## src/sv/ddm_pkg.sv

```systemverilog
// shared types, widths, constants and constant dividers for the drive mixer
// no dependencies
package ddm_pkg;

    localparam int IN_W        = 8;
    localparam int AX_W        = 7;
    localparam int GAIN_W      = 8;
    localparam int DZ_W        = 7;
    localparam int MI_W        = 10;
    localparam int KNEE_W      = 7;
    localparam int COEF_W      = 10;
    localparam int OUT_W       = 11;
    localparam int LEVEL_OUT_W = 16;
    localparam int REG_IDX_W   = 3;
    localparam int CFG_DATA_W  = 10;

    localparam int LINEAR_TERM_COEF = 0;
    localparam int SHIFT_TERM       = 0;
    localparam int LTC100           = LINEAR_TERM_COEF * 100;
    localparam int SHIFT_LEVEL      = SHIFT_TERM / 100;

    localparam int PROD_W      = GAIN_W + AX_W;
    localparam int MIX_W       = PROD_W + 3;
    localparam int LIN_W       = COEF_W + AX_W;
    localparam int SQ_W        = 2 * AX_W;
    localparam int QUAD_W      = 25;
    localparam int QLVL_W      = 12;
    localparam int LINQ_W      = 11;
    localparam int SPQ_W       = 9;
    localparam int LVL_W       = 14;
    localparam int CMD_W       = 14;
    localparam int MAG_W       = CMD_W - 1;
    localparam int NUM_W       = MAG_W + MI_W;
    localparam int QUO_W       = MI_W;
    localparam int DIV_STAGES  = QUO_W;
    localparam int FRONT_STAGES = 6;

    localparam int DIV100_IN_W = 17;
    localparam int D100_MUL    = 167773;
    localparam int D100_MUL_W  = 18;
    localparam int D100_SH     = 24;
    localparam int D10K_MUL    = 54975582;
    localparam int D10K_MUL_W  = 26;
    localparam int D10K_SH     = 39;

    localparam logic [AX_W-1:0]  AX_MAX        = '1;
    localparam logic [OUT_W-1:0] OUT_MIN_CODE  = {1'b1, {(OUT_W-1){1'b0}}};

    typedef enum logic {
        MODE_LINEAR = 1'b0,
        MODE_SHAPED = 1'b1
    } ddm_mode_t;

    typedef enum logic [REG_IDX_W-1:0] {
        REG_MODE          = 3'd0,
        REG_THR_PCT       = 3'd1,
        REG_STR_PCT       = 3'd2,
        REG_DEADBAND      = 3'd3,
        REG_CMD_LIMIT     = 3'd4,
        REG_QUAD_KNEE     = 3'd5,
        REG_LIN_COEF      = 3'd6,
        REG_QUAD_COEF     = 3'd7
    } ddm_reg_t;

    typedef struct packed {
        ddm_mode_t           mode;
        logic [GAIN_W-1:0]   thr_pct;
        logic [GAIN_W-1:0]   str_pct;
        logic [DZ_W-1:0]     deadband;
        logic [MI_W-1:0]     cmd_limit;
        logic [KNEE_W-1:0]   quad_knee;
        logic [COEF_W-1:0]   lin_coef;
        logic [COEF_W-1:0]   quad_coef;
    } ddm_cfg_t;

    localparam ddm_cfg_t CFG_RESET = '{
        mode:          MODE_LINEAR,
        thr_pct:       8'd100,
        str_pct:       8'd100,
        deadband:      7'd25,
        cmd_limit:     10'd928,
        quad_knee:     7'd64,
        lin_coef:      10'd100,
        quad_coef:     10'd0
    };

    typedef struct packed {
        logic            neg;
        logic [AX_W-1:0] mag;
    } ddm_axis_t;

    typedef struct packed {
        logic                           left_neg;
        logic                           right_neg;
        logic                           rescale;
        logic signed [OUT_W-1:0]        left_pass;
        logic signed [OUT_W-1:0]        right_pass;
        logic signed [LEVEL_OUT_W-1:0]  level;
    } ddm_side_t;

    typedef struct packed {
        logic [NUM_W-1:0] rem_left;
        logic [NUM_W-1:0] rem_right;
        logic [MAG_W-1:0] divisor;
        logic [QUO_W-1:0] quo_left;
        logic [QUO_W-1:0] quo_right;
        ddm_side_t        side;
    } ddm_div_t;

    // floor(x / 100) by reciprocal, exact for any 17-bit x
    function automatic logic [DIV100_IN_W-1:0] div100(input logic [DIV100_IN_W-1:0] x);
        logic [DIV100_IN_W+D100_MUL_W-1:0] p;
        p = (DIV100_IN_W+D100_MUL_W)'(x) * (DIV100_IN_W+D100_MUL_W)'(D100_MUL);
        return DIV100_IN_W'(p >> D100_SH);
    endfunction

    // floor(x / 10000) by reciprocal, exact for any 25-bit x
    function automatic logic [QLVL_W-1:0] div10000(input logic [QUAD_W-1:0] x);
        logic [QUAD_W+D10K_MUL_W-1:0] p;
        p = (QUAD_W+D10K_MUL_W)'(x) * (QUAD_W+D10K_MUL_W)'(D10K_MUL);
        return QLVL_W'(p >> D10K_SH);
    endfunction

endpackage

```

## src/sv/ddm_front.sv

```systemverilog
// front pipeline: axis conditioning, mixing, shaping and divider setup
// depends on ddm_pkg
module ddm_front import ddm_pkg::*; (
    input  logic                   aclk,
    input  logic                   aresetn,
    input  ddm_cfg_t               cfg,
    input  logic                   in_valid,
    output logic                   in_ready,
    input  logic signed [IN_W-1:0] in_throttle,
    input  logic signed [IN_W-1:0] in_steering,
    output logic                   out_valid,
    input  logic                   out_ready,
    output ddm_div_t               out_data
);

    function automatic ddm_axis_t axis_fix(input logic signed [IN_W-1:0] v,
                                           input logic [DZ_W-1:0] dz);
        logic [IN_W-1:0] raw;
        ddm_axis_t       a;
        raw   = v[IN_W-1] ? IN_W'(-v) : IN_W'(v);
        a.neg = 1'b0;
        a.mag = '0;
        if (raw >= IN_W'(dz)) begin
            a.neg = v[IN_W-1];
            a.mag = raw[IN_W-1] ? AX_MAX : raw[AX_W-1:0];
        end
        return a;
    endfunction

    function automatic logic [AX_W-1:0] axis_shift(input ddm_axis_t a,
                                                   input logic [DZ_W-1:0] dz);
        return (a.mag == '0) ? '0 : a.mag - AX_W'(dz);
    endfunction

    // stage valids and load enables
    logic [FRONT_STAGES-1:0] valid_reg;
    logic [FRONT_STAGES-1:0] valid_in;
    logic [FRONT_STAGES-1:0] load;

    assign valid_in  = {valid_reg[FRONT_STAGES-2:0], in_valid};
    assign in_ready  = load[0];
    assign out_valid = valid_reg[FRONT_STAGES-1];

    always_comb begin
        load[FRONT_STAGES-1] = !valid_reg[FRONT_STAGES-1] || out_ready;
        for (int k = FRONT_STAGES - 2; k >= 0; k--) begin
            load[k] = !valid_reg[k] || load[k+1];
        end
    end

    always_ff @(posedge aclk) begin
        if (!aresetn) begin
            valid_reg <= '0;
        end else begin
            for (int k = 0; k < FRONT_STAGES; k++) begin
                if (load[k]) begin
                    valid_reg[k] <= valid_in[k];
                end
            end
        end
    end

    // stage 1: dead zone and shift toward zero
    ddm_axis_t       thr1_next, str1_next;
    logic [AX_W-1:0] t_sh1_next, s_sh1_next;
    ddm_axis_t       thr1_reg;
    logic            s_neg1_reg;
    logic [AX_W-1:0] t_sh1_reg, s_sh1_reg;

    always_comb begin
        thr1_next  = axis_fix(in_throttle, cfg.deadband);
        str1_next  = axis_fix(in_steering, cfg.deadband);
        t_sh1_next = axis_shift(thr1_next, cfg.deadband);
        s_sh1_next = axis_shift(str1_next, cfg.deadband);
    end

    always_ff @(posedge aclk) begin
        if (load[0]) begin
            thr1_reg   <= thr1_next;
            s_neg1_reg <= str1_next.neg;
            t_sh1_reg  <= t_sh1_next;
            s_sh1_reg  <= s_sh1_next;
        end
    end

    // stage 2: gain products and knee split
    logic [PROD_W-1:0] tp2_next, sp2_next, tp2_reg, sp2_reg;
    logic [LIN_W-1:0]  lin2_next, lin2_reg;
    logic [AX_W-1:0]   q2_next, q2_reg;
    logic [SQ_W-1:0]   qsq2_next, qsq2_reg;
    logic              quad2_next, zero2_next;
    logic              quad2_reg, zero2_reg, t_neg2_reg, s_neg2_reg;

    always_comb begin
        tp2_next   = PROD_W'(cfg.thr_pct) * PROD_W'(t_sh1_reg);
        sp2_next   = PROD_W'(cfg.str_pct) * PROD_W'(s_sh1_reg);
        lin2_next  = LIN_W'(cfg.lin_coef) * LIN_W'(t_sh1_reg);
        quad2_next = thr1_reg.mag > cfg.quad_knee;
        zero2_next = thr1_reg.mag == '0;
        q2_next    = thr1_reg.mag - cfg.quad_knee;
        qsq2_next  = SQ_W'(q2_next) * SQ_W'(q2_next);
    end

    always_ff @(posedge aclk) begin
        if (load[1]) begin
            tp2_reg    <= tp2_next;
            sp2_reg    <= sp2_next;
            lin2_reg   <= lin2_next;
            q2_reg     <= q2_next;
            qsq2_reg   <= qsq2_next;
            quad2_reg  <= quad2_next;
            zero2_reg  <= zero2_next;
            t_neg2_reg <= thr1_reg.neg;
            s_neg2_reg <= s_neg1_reg;
        end
    end

    // stage 3: linear mix sums and quadratic numerator
    logic signed [MIX_W-1:0] tps, sps;
    logic signed [MIX_W-1:0] mixl3_next, mixr3_next, mixl3_reg, mixr3_reg;
    logic [QUAD_W-1:0]       quadp3_next, quadp3_reg;
    logic [LIN_W-1:0]        lin3_reg;
    logic [PROD_W-1:0]       sp3_reg;
    logic                    quad3_reg, zero3_reg, t_neg3_reg, s_neg3_reg;

    always_comb begin
        tps = signed'(MIX_W'(tp2_reg));
        sps = signed'(MIX_W'(sp2_reg));
        if (t_neg2_reg) begin
            tps = -tps;
        end
        if (s_neg2_reg) begin
            sps = -sps;
        end
        mixl3_next  = tps + sps;
        mixr3_next  = tps - sps;
        quadp3_next = QUAD_W'(cfg.quad_coef) * QUAD_W'(qsq2_reg)
                    + QUAD_W'(LTC100) * QUAD_W'(q2_reg);
    end

    always_ff @(posedge aclk) begin
        if (load[2]) begin
            mixl3_reg  <= mixl3_next;
            mixr3_reg  <= mixr3_next;
            quadp3_reg <= quadp3_next;
            lin3_reg   <= lin2_reg;
            sp3_reg    <= sp2_reg;
            quad3_reg  <= quad2_reg;
            zero3_reg  <= zero2_reg;
            t_neg3_reg <= t_neg2_reg;
            s_neg3_reg <= s_neg2_reg;
        end
    end

    // stage 4: divisions by constants, truncating toward zero
    logic signed [MIX_W-1:0] absl, absr;
    logic [MAG_W-1:0]        lq4_next, rq4_next, lq4_reg, rq4_reg;
    logic [LINQ_W-1:0]       linq4_next, linq4_reg;
    logic [SPQ_W-1:0]        spq4_next, spq4_reg;
    logic [QLVL_W-1:0]       quadq4_next, quadq4_reg;
    logic                    ln4_reg, rn4_reg, quad4_reg, zero4_reg, t_neg4_reg, s_neg4_reg;

    always_comb begin
        absl        = mixl3_reg[MIX_W-1] ? -mixl3_reg : mixl3_reg;
        absr        = mixr3_reg[MIX_W-1] ? -mixr3_reg : mixr3_reg;
        lq4_next    = MAG_W'(div100(DIV100_IN_W'(absl)));
        rq4_next    = MAG_W'(div100(DIV100_IN_W'(absr)));
        linq4_next  = LINQ_W'(div100(DIV100_IN_W'(lin3_reg)));
        spq4_next   = SPQ_W'(div100(DIV100_IN_W'(sp3_reg)));
        quadq4_next = div10000(quadp3_reg);
    end

    always_ff @(posedge aclk) begin
        if (load[3]) begin
            lq4_reg    <= lq4_next;
            rq4_reg    <= rq4_next;
            ln4_reg    <= mixl3_reg[MIX_W-1];
            rn4_reg    <= mixr3_reg[MIX_W-1];
            linq4_reg  <= linq4_next;
            spq4_reg   <= spq4_next;
            quadq4_reg <= quadq4_next;
            quad4_reg  <= quad3_reg;
            zero4_reg  <= zero3_reg;
            t_neg4_reg <= t_neg3_reg;
            s_neg4_reg <= s_neg3_reg;
        end
    end

    // stage 5: level select and final mix
    logic signed [LVL_W-1:0] lvl5_next, lvl5_reg;
    logic signed [CMD_W-1:0] slvl, spv;
    logic signed [CMD_W-1:0] left5_next, right5_next, left5_reg, right5_reg;

    always_comb begin
        lvl5_next = '0;
        if (cfg.mode == MODE_SHAPED && !zero4_reg) begin
            if (quad4_reg) begin
                lvl5_next = LVL_W'(quadq4_reg) + LVL_W'(SHIFT_LEVEL);
            end else begin
                lvl5_next = LVL_W'(linq4_reg);
            end
        end
        slvl = CMD_W'(lvl5_next);
        if (t_neg4_reg) begin
            slvl = -slvl;
        end
        spv = CMD_W'(spq4_reg);
        if (s_neg4_reg) begin
            spv = -spv;
        end
        if (cfg.mode == MODE_SHAPED) begin
            left5_next  = slvl + spv;
            right5_next = slvl - spv;
        end else begin
            left5_next  = ln4_reg ? -CMD_W'(lq4_reg) : CMD_W'(lq4_reg);
            right5_next = rn4_reg ? -CMD_W'(rq4_reg) : CMD_W'(rq4_reg);
        end
    end

    always_ff @(posedge aclk) begin
        if (load[4]) begin
            lvl5_reg   <= lvl5_next;
            left5_reg  <= left5_next;
            right5_reg <= right5_next;
        end
    end

    // stage 6: magnitude, rescale decision, divider numerators
    logic signed [CMD_W-1:0] al, ar;
    logic [MAG_W-1:0]        lm, rm, big;
    ddm_div_t                div6_next, div6_reg;

    always_comb begin
        al  = left5_reg[CMD_W-1] ? -left5_reg : left5_reg;
        ar  = right5_reg[CMD_W-1] ? -right5_reg : right5_reg;
        lm  = MAG_W'(al);
        rm  = MAG_W'(ar);
        big = (lm > rm) ? lm : rm;
        div6_next.rem_left        = NUM_W'(lm) * NUM_W'(cfg.cmd_limit);
        div6_next.rem_right       = NUM_W'(rm) * NUM_W'(cfg.cmd_limit);
        div6_next.divisor         = big;
        div6_next.quo_left        = '0;
        div6_next.quo_right       = '0;
        div6_next.side.left_neg   = left5_reg[CMD_W-1];
        div6_next.side.right_neg  = right5_reg[CMD_W-1];
        div6_next.side.rescale    = big > MAG_W'(cfg.cmd_limit);
        div6_next.side.left_pass  = OUT_W'(left5_reg);
        div6_next.side.right_pass = OUT_W'(right5_reg);
        div6_next.side.level      = LEVEL_OUT_W'(lvl5_reg);
    end

    always_ff @(posedge aclk) begin
        if (load[5]) begin
            div6_reg <= div6_next;
        end
    end

    assign out_data = div6_reg;

endmodule

```

## src/sv/ddm_cell.sv

```systemverilog
// one restoring division cell: one quotient bit for each of the two commands
// depends on ddm_pkg
module ddm_cell import ddm_pkg::*; (
    input  logic     aclk,
    input  logic     aresetn,
    input  logic     in_valid,
    output logic     in_ready,
    input  ddm_div_t in_data,
    output logic     out_valid,
    input  logic     out_ready,
    output ddm_div_t out_data
);

    logic             valid_reg;
    ddm_div_t         data_reg, data_next;
    logic [NUM_W-1:0] dsh;
    logic             take_l, take_r;

    assign in_ready  = !valid_reg || out_ready;
    assign out_valid = valid_reg;
    assign out_data  = data_reg;

    always_comb begin
        data_next = in_data;
        dsh       = NUM_W'({in_data.divisor, {(QUO_W-1){1'b0}}});
        take_l    = in_data.rem_left >= dsh;
        take_r    = in_data.rem_right >= dsh;
        data_next.rem_left  = (take_l ? in_data.rem_left - dsh : in_data.rem_left) << 1;
        data_next.rem_right = (take_r ? in_data.rem_right - dsh : in_data.rem_right) << 1;
        data_next.quo_left  = {in_data.quo_left[QUO_W-2:0], take_l};
        data_next.quo_right = {in_data.quo_right[QUO_W-2:0], take_r};
    end

    always_ff @(posedge aclk) begin
        if (!aresetn) begin
            valid_reg <= 1'b0;
        end else if (in_ready) begin
            valid_reg <= in_valid;
        end
    end

    always_ff @(posedge aclk) begin
        if (in_ready) begin
            data_reg <= data_next;
        end
    end

endmodule

```

## src/sv/differential_drive_mixer.sv

```systemverilog
// differential drive mixer top: config registers, front pipeline, divider cell row
// depends on ddm_pkg, ddm_front, ddm_cell
// path: an accepted request is registered in turn through the
// 6 front stages, one divider cell per quotient bit (10), then 1 output register
// throughput: one request per cycle when the result side keeps up
// reset: synchronous, clears all valids and loads the register defaults
module differential_drive_mixer import ddm_pkg::*; (
    input  logic                          aclk,
    input  logic                          aresetn,
    input  logic                          cfg_valid,
    output logic                          cfg_ready,
    input  logic [REG_IDX_W-1:0]          cfg_index,
    input  logic [CFG_DATA_W-1:0]         cfg_data,
    input  logic                          s_valid,
    output logic                          s_ready,
    input  logic signed [IN_W-1:0]        s_throttle,
    input  logic signed [IN_W-1:0]        s_steering,
    output logic                          m_valid,
    input  logic                          m_ready,
    output logic signed [OUT_W-1:0]       m_left_cmd,
    output logic signed [OUT_W-1:0]       m_right_cmd,
    output logic signed [LEVEL_OUT_W-1:0] m_throttle_level
);

    ddm_cfg_t cfg_reg;

    assign cfg_ready = 1'b1;

    always_ff @(posedge aclk) begin
        if (!aresetn) begin
            cfg_reg <= CFG_RESET;
        end else if (cfg_valid && cfg_ready) begin
            case (ddm_reg_t'(cfg_index))
                REG_MODE:          cfg_reg.mode          <= ddm_mode_t'(cfg_data[0]);
                REG_THR_PCT:       cfg_reg.thr_pct       <= cfg_data[GAIN_W-1:0];
                REG_STR_PCT:       cfg_reg.str_pct       <= cfg_data[GAIN_W-1:0];
                REG_DEADBAND:      cfg_reg.deadband      <= cfg_data[DZ_W-1:0];
                REG_CMD_LIMIT:     cfg_reg.cmd_limit     <= cfg_data[MI_W-1:0];
                REG_QUAD_KNEE:     cfg_reg.quad_knee     <= cfg_data[KNEE_W-1:0];
                REG_LIN_COEF:      cfg_reg.lin_coef      <= cfg_data[COEF_W-1:0];
                REG_QUAD_COEF:     cfg_reg.quad_coef     <= cfg_data[COEF_W-1:0];
                default: begin
                end
            endcase
        end
    end

    ddm_div_t                chain_data [0:DIV_STAGES];
    logic [DIV_STAGES:0]     chain_valid;
    logic [DIV_STAGES:0]     chain_ready;

    ddm_front u_front (
        .aclk        (aclk),
        .aresetn     (aresetn),
        .cfg         (cfg_reg),
        .in_valid    (s_valid),
        .in_ready    (s_ready),
        .in_throttle (s_throttle),
        .in_steering (s_steering),
        .out_valid   (chain_valid[0]),
        .out_ready   (chain_ready[0]),
        .out_data    (chain_data[0])
    );

    for (genvar g = 0; g < DIV_STAGES; g++) begin : g_cell
        ddm_cell u_cell (
            .aclk      (aclk),
            .aresetn   (aresetn),
            .in_valid  (chain_valid[g]),
            .in_ready  (chain_ready[g]),
            .in_data   (chain_data[g]),
            .out_valid (chain_valid[g+1]),
            .out_ready (chain_ready[g+1]),
            .out_data  (chain_data[g+1])
        );
    end

    // output register
    logic                          out_valid_reg;
    logic                          out_load;
    ddm_div_t                      last;
    logic signed [OUT_W-1:0]       left_next, right_next, left_reg, right_reg;
    logic signed [OUT_W-1:0]       ql, qr;
    logic signed [LEVEL_OUT_W-1:0] level_reg;

    assign out_load                = !out_valid_reg || m_ready;
    assign chain_ready[DIV_STAGES] = out_load;
    assign last                    = chain_data[DIV_STAGES];

    always_comb begin
        ql = OUT_W'(last.quo_left);
        qr = OUT_W'(last.quo_right);
        if (last.side.left_neg) begin
            ql = -ql;
        end
        if (last.side.right_neg) begin
            qr = -qr;
        end
        left_next  = last.side.rescale ? ql : last.side.left_pass;
        right_next = last.side.rescale ? qr : last.side.right_pass;
    end

    always_ff @(posedge aclk) begin
        if (!aresetn) begin
            out_valid_reg <= 1'b0;
        end else if (out_load) begin
            out_valid_reg <= chain_valid[DIV_STAGES];
        end
    end

    always_ff @(posedge aclk) begin
        if (out_load) begin
            left_reg  <= left_next;
            right_reg <= right_next;
            level_reg <= last.side.level;
        end
    end

    assign m_valid          = out_valid_reg;
    assign m_left_cmd       = left_reg;
    assign m_right_cmd      = right_reg;
    assign m_throttle_level = level_reg;

endmodule

```

## config.mk

```make
export PLATFORM = sky130hd
export DESIGN_NAME = differential_drive_mixer
export DESIGN_NICKNAME = d
export VERILOG_FILES = /design/src/sv/ddm_pkg.sv /design/src/sv/ddm_front.sv /design/src/sv/ddm_cell.sv /design/src/sv/differential_drive_mixer.sv
export SDC_FILE = /design/constraint.sdc
export NUM_CORES = 2
export LEC_CHECK = 0
export ABC_AREA = 1
export ABC_CLOCK_PERIOD_IN_PS = 12600
export BUFFER_PORTS_ARGS = -buffer_cell sky130_fd_sc_hd__clkbuf_2
export CAP_MARGIN = 25
export CORE_MARGIN = 2
export CORE_UTILIZATION = 54
export DETAILED_ROUTE_END_ITERATION = 16
export PLACE_DENSITY = 0.78
export SLEW_MARGIN = 20
export SYNTH_ARGS = -nofsm -noshare
export SYNTH_HDL_FRONTEND = slang
export SYNTH_SLANG_ARGS = --single-unit
export TNS_END_PERCENT = 20
```

## constraint.sdc

```tcl
create_clock -name aclk -period 12.6 [get_ports aclk]
set_input_delay 2.52 -clock aclk [delete_from_list [all_inputs] [get_ports aclk]]
set_output_delay 2.52 -clock aclk [all_outputs]
set_load 0.02 [all_outputs]
```

=== Yosys cells after proc, flatten, opt, wreduce, memory -nomap -nowiden ===
Cells that the tools add are included.

* Multipliers: 12
* Magnitude comparators: 25
* Divide/modulo/power cells: 0
* Add/sub/neg operators: 39
* Reduce and logical (&&, ||, !) cells: 48
* Equality and inequality tests: 7
* Multiplexer cells: 43
* Bitwise operators: 0
* Shift-type cells: 0

{| class="wikitable"
|+ Operator list
! kind !! count
|-
| >= comparator 23 x 22 -> 1 bit || 20
|-
| two-way mux 22 bit || 18
|-
| subtractor 22 bit || 18
|-
| multiplier 17 x 18 -> 35 bit, second input constant || 3
|-
| two-way mux 14 bit || 6
|-
| multiplier 24 x 25 -> 49 bit, second input constant || 1
|-
| multiplier 13 x 10 -> 23 bit || 2
|-
| two-way mux 11 bit || 4
|-
| two-way mux 13 bit || 3
|-
| two-way mux 18 bit || 2
|-
| negation 15 -> 18 bit || 2
|-
| two-way mux 17 bit || 2
|-
| negation 17 bit || 2
|-
| multiplier 15 x 18 -> 33 bit, second input constant || 1
|-
| multiplier 8 x 7 -> 15 bit || 2
|-
| two-way mux 7 bit || 4
|-
| negation 11 -> 14 bit || 2
|-
| negation 13 bit || 2
|-
| multiplier 10 x 14 -> 24 bit || 1
|-
| two-way mux 12 bit || 2
|-
| negation 10 -> 11 bit || 2
|-
| zero test 7 bit || 3
|-
| subtractor 7 bit || 3
|-
| adder 18 bit || 1
|-
| other kinds (21) || 68
|}

* Bits of input ports: 34
* Bits in registers: 1485
* Latch bits: 0
* Word-level logic and storage cells: 370
* Bits in read-only memories: 0
* Memories: 0
* RAM bits: 0

=== Longest topological paths before layout ===
* Depth after elaboration: 18
* Depth in mapped cells: 35
* Mapped depth without buffers: 35

=== Hierarchy ===
A second synthesis with hierarchy kept.

* Cell total of the unflattened synthesis: 14987
* Area, all modules: 139264.8 µm²

{| class="wikitable"
|+ Modules (own cells, without submodules)
! module !! sequential area each (µm²) !! instances !! cells an instance !! area each (µm²)
|-
| ddm_front || 11380.9 || 1 || 8910 || 75119.5
|-
| ddm_cell || 3563.4 || 10 || 560 || 6010.8
|-
| differential_drive_mixer || 2382.3 || 1 || 477 || 4037.6
|}

=== Worst setup path after synthesis ===
Ideal clock, no wire load.

* Kind: input port to output port
* Start: in m_ready
* End: out s_ready
* Data required time: 10080 ps
* Arrival: 8175 ps
* Path slack: 1905 ps
* Cell stages on the path: 10
* Buffers on the path: 0
* Cells stage by stage: inv_1 > nand3_2 > nor2_4 > nand4_4 > nor2_4 > nand4_4 > nor2_4 > nand4_4 > nor2_4 > nand3_2

* Word-level cells in the longest chain between the ends: 17

{| class="wikitable"
|+ Ends and longest elaborated chain
! what !! RTL line !! text
|-
| start: declaration || differential_drive_mixer.sv:19 || <nowiki>input logic m_ready,</nowiki>
|-
| logical OR 1 bit || differential_drive_mixer.sv:86 || <nowiki>assign out_load = !out_valid_reg || m_ready;</nowiki>
|-
| logical OR 1 bit || ddm_cell.sv:19 || <nowiki>assign in_ready = !valid_reg || out_ready;</nowiki>
|-
| net g_cell[8].u_cell.out_ready || ddm_cell.sv:10 || <nowiki>input logic out_ready,</nowiki>
|-
| logical OR 1 bit (4 in series) || ddm_cell.sv:19 ||
|-
| net g_cell[4].u_cell.out_ready || ddm_cell.sv:10 ||
|-
| logical OR 1 bit (4 in series) || ddm_cell.sv:19 ||
|-
| net g_cell[0].u_cell.out_ready || ddm_cell.sv:10 ||
|-
| logical OR 1 bit || ddm_cell.sv:19 ||
|-
| logical OR 1 bit || ddm_front.sv:45 || <nowiki>load[FRONT_STAGES-1] = !valid_reg[FRONT_STAGES-1] || out_ready;</nowiki>
|-
| logical OR 1 bit (2 in series) || ddm_front.sv:47 || <nowiki>load[k] = !valid_reg[k] || load[k+1];</nowiki>
|-
| net u_front.load[3] || ddm_front.sv:38 || <nowiki>logic [FRONT_STAGES-1:0] load;</nowiki>
|-
| logical OR 1 bit (3 in series) || ddm_front.sv:47 ||
|-
| end: declaration || differential_drive_mixer.sv:15 || <nowiki>output logic s_ready,</nowiki>
|}

The timed path passes the listed nets, and every way through them passes these cells.

=== Final worst setup path ===
Ends and elaborated chain as after synthesis.

==> metrics.txt <==
crit path time final 9.24 ns; Final Util 58.3%; Setup-failing EPs final 0; Post-Synthesis Cell Area 0.118 sq mm; RSZ-0062 raised after global routing no; register area share after synthesis 34.8%; ANT nets after route 0; IO Pins 75; die area 0.223 sq mm; # DRC 0; Clock Path Buffers 3; max-cap check violation count 0; multiplexer share of the synthesized area 0%; first-pass GRT wire length 439 mm; Iter 0 DRT Violations 5805; Mean Syn Cell Area 9.88 sq um; Worst Setup Path Type in2out; cts hold-fix bufs 0; Post-CTS Resized 0; Synth Area in Simple Gates 11.4%; drt first pass iters 6; HP Class reg2reg; Core ar. 0.217 sq mm; Synth-to-Final Area Change 7.21%; post-DP HPWL 222 mm; peak fanout along the critical path 61; multi-input logic area 0.0666 sq mm; postcts setup bufs 0; starting density of the core 54.4%; largest family of logic cells by synthesized area adder cells; setup TNS 0 ns; status completed; Synth Area in Compound Gates 7.65%; fraction of registers with async set/reset 0%; post-DR wirelength/cell 18.3 microns; max FFs per register 911; total number of vias 81200; WHS 0.374 ns; Clock Sinks 1397; final worst-path cycle share 73.3%; crit end category output pin; Seq cells post-synth 1397; Chip Width 472 microns; Slew Limit Headroom 28.2%; Least-Margin Pin Slew 1.08 ns; Final Max Tran Viols 0; vias per cell 5.41; Required @ worst endpoint 10.08 ns; critical path launch point type input pin; Placed Cells 14700; GPL Wtd Cong 0.987; flip-flop and latch area 0.0412 sq mm; proportion of layout cells with a drive suffix above 1 4.38%; Layout Skew 0.0588 ns; fin cells 15000; H-tree levels 4; clock root cell clkbuf_16; largest net degree at the start of global routing 77; Post-Syn Instances 12000; Hold Vio Cnt, Final 0; Buffers on Ports 68; Post-Synth XOR/XNOR Area 3.68%; CTS buffer count 147; grt ovf 0; number of fill cells 17900; Die Span Y 472 microns; CTS tree yes; initial antenna violation count 8; Peak Freq 108 MHz; EDFF count, synth 1319; vias in the first global route 83100; GRT Total Usage 25.0%; Yosys warning count 0; clk_lat worst skew 0.82 ns; Layout Nets 14600; adder-cell share of the synthesized area 33.6%; Total Wirelength 275 mm; clock slew at reported path FFs 0.06 ns; Rows 171; crit path DAT 6.72 ns; distinct cell type count after synthesis 85; Synth Flop Type edfxtp_1
==> cells by family after synthesis <==
logic type	count (synthesis)
compound gates	1590
xor+xnor	491
fa+ha+maj	2542
buf+inv	2745
flops	1397
other cells	2
simple gates	3203
==> through the flow <==
stage,instance area [sq um],setup slack (ns)
detailed placement,122000,3.37
floorplan,118000,1.91
CTS,127000,3.34
global placement,122000,3.48
global route,127000,2.99
finish,127000,3.36
==> cell type report <==
class                      instances  share of cell area (%)
tap                             2854                    2.82
clock inverter                    96                   0.996
multi-input combinational       7836                    52.6
timing repair buffer             106                   0.524
clock buffer                     176                    3.04
antenna                            4                 0.00790
sequential                      1397                    32.5
inverter                        2548                    7.56
==> Yosys cell counts (71+ instances only) <==
cell / n / area share (%)
nand3_1: 251 / 1.1
fa_1: 1059 / 18
xor2_1: 323 / 2.4
ha_1: 1483 / 16
nand4_1: 87 / 0.46
edfxtp_1: 1319 / 34
a21oi_1: 658 / 2.8
clkbuf_1: 130 / 0.41
o21ai_0: 496 / 2.1
inv_1: 2532 / 8.0
nor3_1: 121 / 0.51
nor2_1: 735 / 2.3
o21ai_1: 71 / 0.30
xnor2_1: 161 / 1.2
dfxtp_1: 78 / 1.3
nand2_1: 1818 / 5.8
==> worst max-delay path: stages <==
cell      delay [ns]
clkbuf_2        0.08
inv_1           0.08
nand3_2         0.07
buf_4           0.35
nor2_4          0.24
nand4_4         0.44
nor2_4          0.38
nand4_4         0.10
buf_4           0.32
nor2_4          0.26
nand4_4         0.10
buf_4           0.35
nor2_4          0.30
nand3_2         0.62
clkbuf_2        0.37
==> final timing paths <==
| kind | from | end | slack [ns] | cells past startpoint |
|---|---|---|---|---|
| setup reg to reg | u_front.mixr3_reg[0] | u_front.rq4_reg[7] | 4.95 | 24 |
| setup / recovery | m_ready | s_ready | 3.36 | 15 |
| hold reg to reg | g_cell[2].u_cell.out_data[2] | g_cell[3].u_cell.out_data[2] | 0.37 | 0 |
| hold / removal | g_cell[2].u_cell.out_data[2] | g_cell[3].u_cell.out_data[2] | 0.37 | 0 |
==> per-layer routing <==
metal	vias up	share of wire, %	global-route usage, %
li1	39000	-	-
met2	2512	48	42.7
met4	4	5.2	11.7
met1	39000	40	31.3
met3	645	6.1	3.62
met5	-	0.011	0
==> cells in the final DEF (no fill, tap or decap), types with 161 or more instances in the layout <==
cell type / n
a21oi_1: 658
xor2_1: 323
nand2_1: 1816
o21ai_0: 496
xnor2_1: 161
fa_1: 1059
edfxtp_1: 1319
nor2_1: 735
ha_1: 1483
inv_1: 2525
nand3_1: 251
Power is left out: the tool's default activity adds up to more than one toggle a clock period on the data nets, which glitch-free logic cannot reach.
